### src/rle_pkg.sv
// ----------------------------------------------------------------------------
// rle_pkg
// Shared types and codes of the raft leader election engine.
// ----------------------------------------------------------------------------
package rle_pkg;

   typedef enum logic [2:0] {
      REQ_START     = 3'd0,
      REQ_TICK      = 3'd1,
      REQ_VOTE_REQ  = 3'd2,
      REQ_VOTE_REPLY = 3'd3,
      REQ_HEARTBEAT = 3'd4,
      REQ_LOG_TAIL  = 3'd5
   } req_type_type;

   typedef enum logic [1:0] {
      ACT_NONE      = 2'd0,
      ACT_ELECTION  = 2'd1,
      ACT_HEARTBEAT = 2'd2
   } action_type;

   typedef enum logic [1:0] {
      ROLE_FOLLOWER  = 2'd0,
      ROLE_CANDIDATE = 2'd1,
      ROLE_LEADER    = 2'd2
   } role_type;

   typedef enum logic [2:0] {
      CSR_OWN_ID      = 3'd0,
      CSR_CLUSTER     = 3'd1,
      CSR_MIN_TIMEOUT = 3'd2,
      CSR_MAX_TIMEOUT = 3'd3,
      CSR_HB_PERIOD   = 3'd4
   } csr_index_type;

   localparam logic [3:0]  OWN_ID_RESET      = 4'd1;
   localparam logic [3:0]  CLUSTER_RESET     = 4'd3;
   localparam logic [15:0] MIN_TIMEOUT_RESET = 16'd150;
   localparam logic [15:0] MAX_TIMEOUT_RESET = 16'd300;
   localparam logic [15:0] HB_PERIOD_RESET   = 16'd50;

   localparam logic [3:0]  NO_NODE = 4'd0;

endpackage

### src/raft_leader_election.sv
// ----------------------------------------------------------------------------
// raft election engine
// Raft election engine for one node: role, term, votes, deadlines, log tail.
// ----------------------------------------------------------------------------
// Usage:
//   Events enter on the req_ channel (valid/stall) and each event gives one
//   result on the rsp_ channel (valid/stall). An event is taken when
//   req_valid is high and req_stall is low; a result is taken when rsp_valid
//   is high and rsp_stall is low.
//   The event is captured in an input register, and one pass of logic then
//   updates the node state and loads the result register. Throughput is one
//   event per cycle while the receiver does not stall, limited by the
//   single state update per cycle.
//   While the receiver stalls, the result register holds its item and one
//   more event can still be captured; after that req_stall rises.
//   Reset clears the pipeline, loads the default configuration and puts the
//   node in follower role at term zero with no vote, no leader and an empty
//   vote bitmap; req_stall is high and csr_ready low while reset is high.
//   The csr_ channel is ready whenever reset is low and should be written
//   only while no event is in flight.
// ----------------------------------------------------------------------------
module raft_leader_election #(
   parameter int MAX_NODES = 16
) (
   input  logic        clock,
   input  logic        reset,

   input  logic        req_valid,
   output logic        req_stall,
   input  logic [2:0]  req_type,
   input  logic [63:0] req_now_ms,
   input  logic [63:0] req_peer_term,
   input  logic [3:0]  req_peer_id,
   input  logic [63:0] req_log_index,
   input  logic [63:0] req_log_term,
   input  logic        req_granted_in,
   input  logic [15:0] req_random_offset,

   output logic        rsp_valid,
   input  logic        rsp_stall,
   output logic [1:0]  rsp_tick_action,
   output logic [63:0] rsp_reply_term,
   output logic        rsp_reply_ok,
   output logic        rsp_won_leadership,
   output logic [1:0]  rsp_role,
   output logic [63:0] rsp_term_now,
   output logic [3:0]  rsp_leader_now,
   output logic [3:0]  rsp_voted_now,

   input  logic        csr_valid,
   output logic        csr_ready,
   input  logic [2:0]  csr_index,
   input  logic [15:0] csr_data
);

   localparam int CntW = $clog2(MAX_NODES + 1);
   localparam int CmpW = (CntW > 3) ? CntW : 3;

   // configuration
   logic [3:0]  own_id_ff;
   logic [3:0]  cluster_ff;
   logic [15:0] min_to_ff;
   logic [15:0] max_to_ff;
   logic [15:0] hb_period_ff;

   // input stage
   logic                  in_valid_ff;
   rle_pkg::req_type_type type_ff;
   logic [63:0]           now_ff;
   logic [63:0]           pterm_ff;
   logic [3:0]            pid_ff;
   logic [63:0]           lidx_ff;
   logic [63:0]           lterm_ff;
   logic                  granted_ff;
   logic [15:0]           offset_ff;

   // node state
   rle_pkg::role_type     role_ff, role_in;
   logic [63:0]           term_ff, term_in;
   logic [3:0]            vote_ff, vote_in;
   logic [3:0]            leader_ff, leader_in;
   logic [MAX_NODES-1:0]  bitmap_ff, bitmap_in;
   logic [CntW-1:0]       count_ff, count_in;
   logic [63:0]           deadline_ff, deadline_in;
   logic [63:0]           last_hb_ff, last_hb_in;
   logic [63:0]           tail_idx_ff, tail_idx_in;
   logic [63:0]           tail_term_ff, tail_term_in;

   // result register
   logic                  out_valid_ff;
   rle_pkg::action_type   action_ff, action_in;
   logic [63:0]           rterm_ff, rterm_in;
   logic                  ok_ff, ok_in;
   logic                  won_ff, won_in;

   logic                  advance;
   logic                  accept;

   logic [16:0]           to_sum;
   logic [15:0]           to_clamped;
   logic [63:0]           new_deadline;
   logic                  hb_due;
   logic                  fresh;
   logic [MAX_NODES-1:0]  own_hit;
   logic [MAX_NODES-1:0]  pid_hit;
   logic                  pid_new;
   logic [CntW-1:0]       self_count;
   logic [CntW-1:0]       reply_count;
   logic                  self_major;
   logic                  reply_major;
   logic [3:0]            vote_eff;

   assign advance   = !out_valid_ff || !rsp_stall;
   assign req_stall = reset || (in_valid_ff && !advance);
   assign accept    = req_valid && !req_stall;
   assign csr_ready = !reset;

   always_comb begin
      for (int i = 0; i < MAX_NODES; i++) begin
         own_hit[i] = (int'(own_id_ff) == i);
         pid_hit[i] = (int'(pid_ff) == i);
      end
   end

   assign to_sum       = {1'b0, min_to_ff} + {1'b0, offset_ff};
   assign to_clamped   = (to_sum > {1'b0, max_to_ff}) ? max_to_ff : to_sum[15:0];
   assign new_deadline = now_ff + {48'd0, to_clamped};
   assign hb_due       = now_ff >= (last_hb_ff + {48'd0, hb_period_ff});
   assign fresh        = (lterm_ff != tail_term_ff) ? (lterm_ff > tail_term_ff)
                                                    : (lidx_ff >= tail_idx_ff);
   assign pid_new      = |(pid_hit & ~bitmap_ff);
   assign self_count   = CntW'(|own_hit);
   assign reply_count  = count_ff + CntW'(pid_new);
   assign self_major   = CmpW'(self_count) > CmpW'(cluster_ff[3:1]);
   assign reply_major  = CmpW'(reply_count) > CmpW'(cluster_ff[3:1]);
   assign vote_eff     = (pterm_ff > term_ff) ? rle_pkg::NO_NODE : vote_ff;

   always_comb begin
      role_in      = role_ff;
      term_in      = term_ff;
      vote_in      = vote_ff;
      leader_in    = leader_ff;
      bitmap_in    = bitmap_ff;
      count_in     = count_ff;
      deadline_in  = deadline_ff;
      last_hb_in   = last_hb_ff;
      tail_idx_in  = tail_idx_ff;
      tail_term_in = tail_term_ff;
      action_in    = rle_pkg::ACT_NONE;
      rterm_in     = '0;
      ok_in        = 1'b0;
      won_in       = 1'b0;
      case (type_ff)
         rle_pkg::REQ_START: begin
            role_in     = rle_pkg::ROLE_FOLLOWER;
            leader_in   = rle_pkg::NO_NODE;
            vote_in     = rle_pkg::NO_NODE;
            bitmap_in   = '0;
            count_in    = '0;
            deadline_in = new_deadline;
            last_hb_in  = now_ff;
         end
         rle_pkg::REQ_TICK: begin
            if (role_ff == rle_pkg::ROLE_LEADER) begin
               if (hb_due) begin
                  last_hb_in = now_ff;
                  action_in  = rle_pkg::ACT_HEARTBEAT;
               end
            end else if (now_ff >= deadline_ff) begin
               term_in     = term_ff + 64'd1;
               vote_in     = own_id_ff;
               deadline_in = new_deadline;
               if (self_major) begin
                  role_in    = rle_pkg::ROLE_LEADER;
                  leader_in  = own_id_ff;
                  last_hb_in = now_ff;
                  bitmap_in  = '0;
                  count_in   = '0;
                  action_in  = rle_pkg::ACT_HEARTBEAT;
               end else begin
                  role_in    = rle_pkg::ROLE_CANDIDATE;
                  leader_in  = rle_pkg::NO_NODE;
                  bitmap_in  = own_hit;
                  count_in   = self_count;
                  action_in  = rle_pkg::ACT_ELECTION;
               end
            end
         end
         rle_pkg::REQ_VOTE_REQ: begin
            rterm_in = term_ff;
            if (pterm_ff >= term_ff) begin
               rterm_in = pterm_ff;
               if (pterm_ff > term_ff) begin
                  term_in     = pterm_ff;
                  vote_in     = rle_pkg::NO_NODE;
                  role_in     = rle_pkg::ROLE_FOLLOWER;
                  leader_in   = rle_pkg::NO_NODE;
                  bitmap_in   = '0;
                  count_in    = '0;
                  deadline_in = new_deadline;
               end
               if (pid_ff != rle_pkg::NO_NODE && fresh &&
                   (vote_eff == rle_pkg::NO_NODE || vote_eff == pid_ff)) begin
                  vote_in     = pid_ff;
                  leader_in   = rle_pkg::NO_NODE;
                  deadline_in = new_deadline;
                  ok_in       = 1'b1;
               end
            end
         end
         rle_pkg::REQ_VOTE_REPLY: begin
            if (pterm_ff > term_ff) begin
               term_in     = pterm_ff;
               vote_in     = rle_pkg::NO_NODE;
               role_in     = rle_pkg::ROLE_FOLLOWER;
               leader_in   = rle_pkg::NO_NODE;
               bitmap_in   = '0;
               count_in    = '0;
               deadline_in = new_deadline;
            end else if (role_ff == rle_pkg::ROLE_CANDIDATE && pterm_ff == term_ff &&
                         granted_ff) begin
               if (reply_major) begin
                  role_in    = rle_pkg::ROLE_LEADER;
                  leader_in  = own_id_ff;
                  last_hb_in = now_ff;
                  bitmap_in  = '0;
                  count_in   = '0;
                  won_in     = 1'b1;
               end else begin
                  bitmap_in  = bitmap_ff | pid_hit;
                  count_in   = reply_count;
               end
            end
         end
         rle_pkg::REQ_HEARTBEAT: begin
            rterm_in = term_ff;
            if (pterm_ff >= term_ff) begin
               if (pterm_ff > term_ff) begin
                  term_in = pterm_ff;
                  vote_in = rle_pkg::NO_NODE;
               end
               role_in     = rle_pkg::ROLE_FOLLOWER;
               leader_in   = pid_ff;
               bitmap_in   = '0;
               count_in    = '0;
               deadline_in = new_deadline;
               rterm_in    = pterm_ff;
               ok_in       = 1'b1;
            end
         end
         rle_pkg::REQ_LOG_TAIL: begin
            tail_idx_in  = lidx_ff;
            tail_term_in = lterm_ff;
         end
         default: begin
         end
      endcase
   end

   always_ff @(posedge clock) begin
      if (reset) begin
         own_id_ff    <= rle_pkg::OWN_ID_RESET;
         cluster_ff   <= rle_pkg::CLUSTER_RESET;
         min_to_ff    <= rle_pkg::MIN_TIMEOUT_RESET;
         max_to_ff    <= rle_pkg::MAX_TIMEOUT_RESET;
         hb_period_ff <= rle_pkg::HB_PERIOD_RESET;
      end else if (csr_valid && csr_ready) begin
         case (rle_pkg::csr_index_type'(csr_index))
            rle_pkg::CSR_OWN_ID:      own_id_ff    <= csr_data[3:0];
            rle_pkg::CSR_CLUSTER:     cluster_ff   <= csr_data[3:0];
            rle_pkg::CSR_MIN_TIMEOUT: min_to_ff    <= csr_data;
            rle_pkg::CSR_MAX_TIMEOUT: max_to_ff    <= csr_data;
            rle_pkg::CSR_HB_PERIOD:   hb_period_ff <= csr_data;
            default: begin
            end
         endcase
      end
   end

   always_ff @(posedge clock) begin
      if (accept) begin
         type_ff    <= rle_pkg::req_type_type'(req_type);
         now_ff     <= req_now_ms;
         pterm_ff   <= req_peer_term;
         pid_ff     <= req_peer_id;
         lidx_ff    <= req_log_index;
         lterm_ff   <= req_log_term;
         granted_ff <= req_granted_in;
         offset_ff  <= req_random_offset;
      end
      if (advance && in_valid_ff) begin
         action_ff <= action_in;
         rterm_ff  <= rterm_in;
         ok_ff     <= ok_in;
         won_ff    <= won_in;
      end
   end

   always_ff @(posedge clock) begin
      if (reset) begin
         in_valid_ff  <= 1'b0;
         out_valid_ff <= 1'b0;
         role_ff      <= rle_pkg::ROLE_FOLLOWER;
         term_ff      <= '0;
         vote_ff      <= rle_pkg::NO_NODE;
         leader_ff    <= rle_pkg::NO_NODE;
         bitmap_ff    <= '0;
         count_ff     <= '0;
         deadline_ff  <= '0;
         last_hb_ff   <= '0;
         tail_idx_ff  <= '0;
         tail_term_ff <= '0;
      end else begin
         if (accept) begin
            in_valid_ff <= 1'b1;
         end else if (advance) begin
            in_valid_ff <= 1'b0;
         end
         if (advance) begin
            out_valid_ff <= in_valid_ff;
         end
         if (advance && in_valid_ff) begin
            role_ff      <= role_in;
            term_ff      <= term_in;
            vote_ff      <= vote_in;
            leader_ff    <= leader_in;
            bitmap_ff    <= bitmap_in;
            count_ff     <= count_in;
            deadline_ff  <= deadline_in;
            last_hb_ff   <= last_hb_in;
            tail_idx_ff  <= tail_idx_in;
            tail_term_ff <= tail_term_in;
         end
      end
   end

   assign rsp_valid          = out_valid_ff;
   assign rsp_tick_action    = action_ff;
   assign rsp_reply_term     = rterm_ff;
   assign rsp_reply_ok       = ok_ff;
   assign rsp_won_leadership = won_ff;
   assign rsp_role           = role_ff;
   assign rsp_term_now       = term_ff;
   assign rsp_leader_now     = leader_ff;
   assign rsp_voted_now      = vote_ff;

endmodule

### config.mk
export PLATFORM = sky130hd
export DESIGN_NAME = raft_leader_election
export DESIGN_NICKNAME = d
export VERILOG_FILES = /design/src/rle_pkg.sv /design/src/raft_leader_election.sv
export SDC_FILE = /design/constraint.sdc
export NUM_CORES = 2
export LEC_CHECK = 0
export BUFFER_PORTS_ARGS = -buffer_cell sky130_fd_sc_hd__buf_2
export CORE_MARGIN = 1
export CORE_UTILIZATION = 54
export DETAILED_ROUTE_END_ITERATION = 10
export PLACE_DENSITY = 0.79
export SLEW_MARGIN = 10
export SYNTH_ARGS = -nofsm -noshare
export SYNTH_HDL_FRONTEND = slang
export SYNTH_SLANG_ARGS = --single-unit
### constraint.sdc
create_clock -name clock -period 14.53 [get_ports clock]
set_input_delay 1.453 -clock clock [delete_from_list [all_inputs] [get_ports clock]]
set_output_delay 1.453 -clock clock [all_outputs]
set_load 0.01 [all_outputs]
==> results.md <==
- Total number of vias: 33570
- DRC: 0
- Post-route insts no fill: 5761
- Port buffer count: 448
- R2r setup slk: 6.01 ns
- Area occupied by multi-input gates: 19850 um2
- Leakage power: 0.01768 uW
- Vias per cell: 5.827
- Post-layout min period: 8.522 ns
- Syn_area_per_cell: 9.309 um2
- Routability cong.: 0.9241
- Crit-path most repeated cell: o21ai_0
- Yosys reg bits: 756
- Pwr dens: 108.5 nW/um2
- Die width: 275.8 um
- Slowest Stage Delay on Critical Path: 0.88 ns
- Syn Nets: 5046
- Worst vdd ir: 0.0001009 V
- Worst slew margin: 20.71%
- Initial DRC Count: 2694
- Initial antenna violation count: 18
- Die Y: 275.8 um
- Postcts setup bufs: 0
- Fillers: 6120
- Layout cell share with drive strength beyond 1: 13.81%
- Netlist Area Pre-Place: 40480 um2
- CTS Hold Bufs: 0
- Row cnt: 100
- Pins over their slew limit: 0
- I/O pin count: 449
- Final Hold Fails: 0
- Nets@finish: 5413
- Slew @ Worst Pin: 1.189 ns
- Placeable Area: 74320 um2
- Yosys cell types: 91
- Worst r2r dst: deadline_ff[56]
- Post-synth EDFFs: 348
- Clk buf depth: 3
- WS Path Type: reg -> reg
- Post-cts sizing count: 0
- Status: finished clean
- CP max-delay cell: nor2_1
- Global-route wire length before repair: 165.5 mm
- Sequential cell area: 18620 um2
- Clock-pin slew on the worst setup and hold paths: 0.07 ns
- TritonCTS clock tree: built
- Root Buffer: clkbuf_16
- Primary FF master, synth: dfxtp_1
- H-tree levels: 3
- WL final: 106.9 mm
- Worst-Skew Late Latency: 0.66 ns
- Ys async rst share: 0%
- Detailed placement HPWL: 74.51 mm
- Max Clk Rate: 117.3 MHz
- Register area share after synthesis: 46.00%
- Unrepaired setup endpoints after global routing: false
- Layout area overhead: 14.23%
- Synth warnings: 0
- Min-delay src: tail_idx_ff[3]
- Worst setup EP type: register
- Total grt overflow: 0
- Drt wl/cell: 18.55 um
- Hold Path Class: reg -> reg
- Final setup fails: 0
- Final period util: 58.65%
- Worst r2r path cells: 36
- CTS sink count: 756
- Setup TNS: 0 ns
- Vias in the first global route: 31080
- Worst setup path end: deadline_ff[56]
- Cell count after synthesis: 4348
- Pin count of the biggest net entering global routing: 105
- CP max FO: 17
- Cells after DPL: 5599
- CTS Buf Count: 83
- Initial Util: 54.46%
- Max Cap Violations: 0
- Clk_skew: 0.03445 ns
- Pre-antenna DRT Iters: 7
- CP arrival: 9.00 ns
- Worst Setup SP: offset_ff[0]
- Detail Route Antenna Nets: 0
- Die area: 76050 um2
- Worst EP required: 15.01 ns
- Overall track demand over capacity in global routing: 27.24%
- Reg2reg start: offset_ff[0]
- Worst setup SP type: register
## registers in the layout, summed over array words and instances, names as in the netlist, 5 cells and up
signal and cells:
pterm_ff 64, count_ff 5, hb_period_ff 16, min_to_ff 16
tail_idx_ff 64, now_ff 64, tail_term_ff 64, max_to_ff 16
rsp_term_now 64, last_hb_ff 64, deadline_ff 64, bitmap_ff 16
offset_ff 16, lterm_ff 64, lidx_ff 64, rsp_reply_term 64
## critical path: cells and delay by family (launching register included)
kind / cells / cell delay [ns]
muxes: 1 / 0.38
adders and majority gates: 5 / 1.13
and+or+nand+nor: 8 / 1.90
xor gates and xnor gates: 2 / 0.33
AOI/OAI and AO/OA: 18 / 4.10
buffers and inverters: 2 / 0.14
DFF: 1 / 0.36
## synthesized netlist by cell type, types with 16 or more instances
master | count | area [um2]
nor4_1 | 35 | 219.0
nand2_1 | 699 | 2624
o21a_1 | 16 | 120.1
edfxtp_1 | 348 | 10450
buf_2 | 17 | 85.08
buf_6 | 16 | 180.2
mux2i_1 | 74 | 740.7
a21o_1 | 60 | 450.4
nor2_1 | 279 | 1047
o211ai_1 | 17 | 127.6
nand2b_1 | 18 | 112.6
clkbuf_1 | 139 | 521.8
o221ai_1 | 18 | 157.7
o21ai_0 | 134 | 670.6
and3_1 | 34 | 212.7
inv_1 | 329 | 1235
nand3_1 | 133 | 665.6
nor2b_1 | 26 | 162.7
a31oi_1 | 19 | 118.9
ha_1 | 391 | 4892
xor2_1 | 74 | 648.1
o31ai_1 | 24 | 180.2
dfxtp_1 | 408 | 8168
xnor2_1 | 62 | 543.0
a211oi_1 | 87 | 653.1
nand4_1 | 91 | 569.3
a21oi_1 | 477 | 2387
nor3_1 | 64 | 320.3
## cell type report
class	instances	share of cell area, %
timing repair buffer	473	5.277
sequential	756	40.27
clock buffer	108	4.871
antenna	7	0.03789
tap	969	2.622
inverter	330	2.679
multi-input combinational	3071	42.93
clock inverter	47	1.312
## layout by cell type, fill, tap and decap left out, types with 19 or more instances in the layout
cell type / instances
and3_1: 33
inv_1: 329
ha_1: 391
mux2i_1: 74
clkbuf_16: 84
nand4_1: 91
o21ai_0: 134
buf_2: 447
xnor2_1: 62
buf_4: 25
a31oi_1: 19
nor2b_1: 26
a211oi_1: 87
nor4_1: 35
nor2_1: 277
nor3_1: 64
o31ai_1: 24
xor2_1: 74
nand2_1: 696
dfxtp_1: 408
nand3_1: 132
edfxtp_1: 348
a21oi_1: 477
a21o_1: 60
## metal layers
| metal | vias up | wire length (um) | global-route usage [%] |
|---|---|---|---|
| met5 | - | 166 | 0 |
| met1 | 15950 | 45600 | 35.70 |
| met3 | 227 | 7518 | 5.228 |
| li1 | 16250 | - | - |
| met4 | 24 | 3142 | 9.239 |
| met2 | 1116 | 50440 | 45.01 |
## cell families after synthesis
logic type               share of synthesized area [%]
buffers and inverters                            5.212
AO/OA/AOI/OAI                                    15.09
AND/OR/NAND/NOR                                  16.21
other                                         0.009265
flip-flops                                       46.00
adder cells (fa/ha/maj)                          12.24
multiplexers                                     2.303
XOR/XNOR                                         2.943
## where the power goes
group | total (uW) | switching, uW | internal (uW)
Combinational | 462 | 278 | 184
Clock | 2190 | 932 | 1260
Sequential | 2370 | 61.4 | 2300
Total | 5020 | 1270 | 3750
## worst min path at each step
| stage | end | slack (ns) | depth (start not counted) |
|---|---|---|---|
| floorplan | deadline_ff[10] | 0.43 | 2 |
| global placement | deadline_ff[10] | 0.44 | 2 |
| detailed placement | deadline_ff[12] | 0.44 | 2 |
| CTS | deadline_ff[9] | 0.45 | 2 |
| global route | tail_term_ff[49] | 0.47 | 2 |
| finish | tail_idx_ff[3] | 0.45 | 2 |
## stage by stage
| stage | util [%] | instance area [um2] | hold WS [ns] | setup WS (ns) | power, uW |
|---|---|---|---|---|---|
| after floorplan | - | 40480 | 0.4319 | 0.01743 | 2712 |
| after global placement | 58.34 | 43360 | 0.4384 | 6.377 | 2851 |
| after detailed placement | 58.34 | 43360 | 0.4449 | 6.202 | 2865 |
| after CTS | 62.19 | 46220 | 0.4527 | 6.133 | 5051 |
| after global routing | 62.20 | 46230 | 0.4675 | 5.347 | 5193 |
| final | 62.21 | 46240 | 0.4525 | 6.008 | 5018 |
Note: power is estimated with default switching activity, not from simulation.
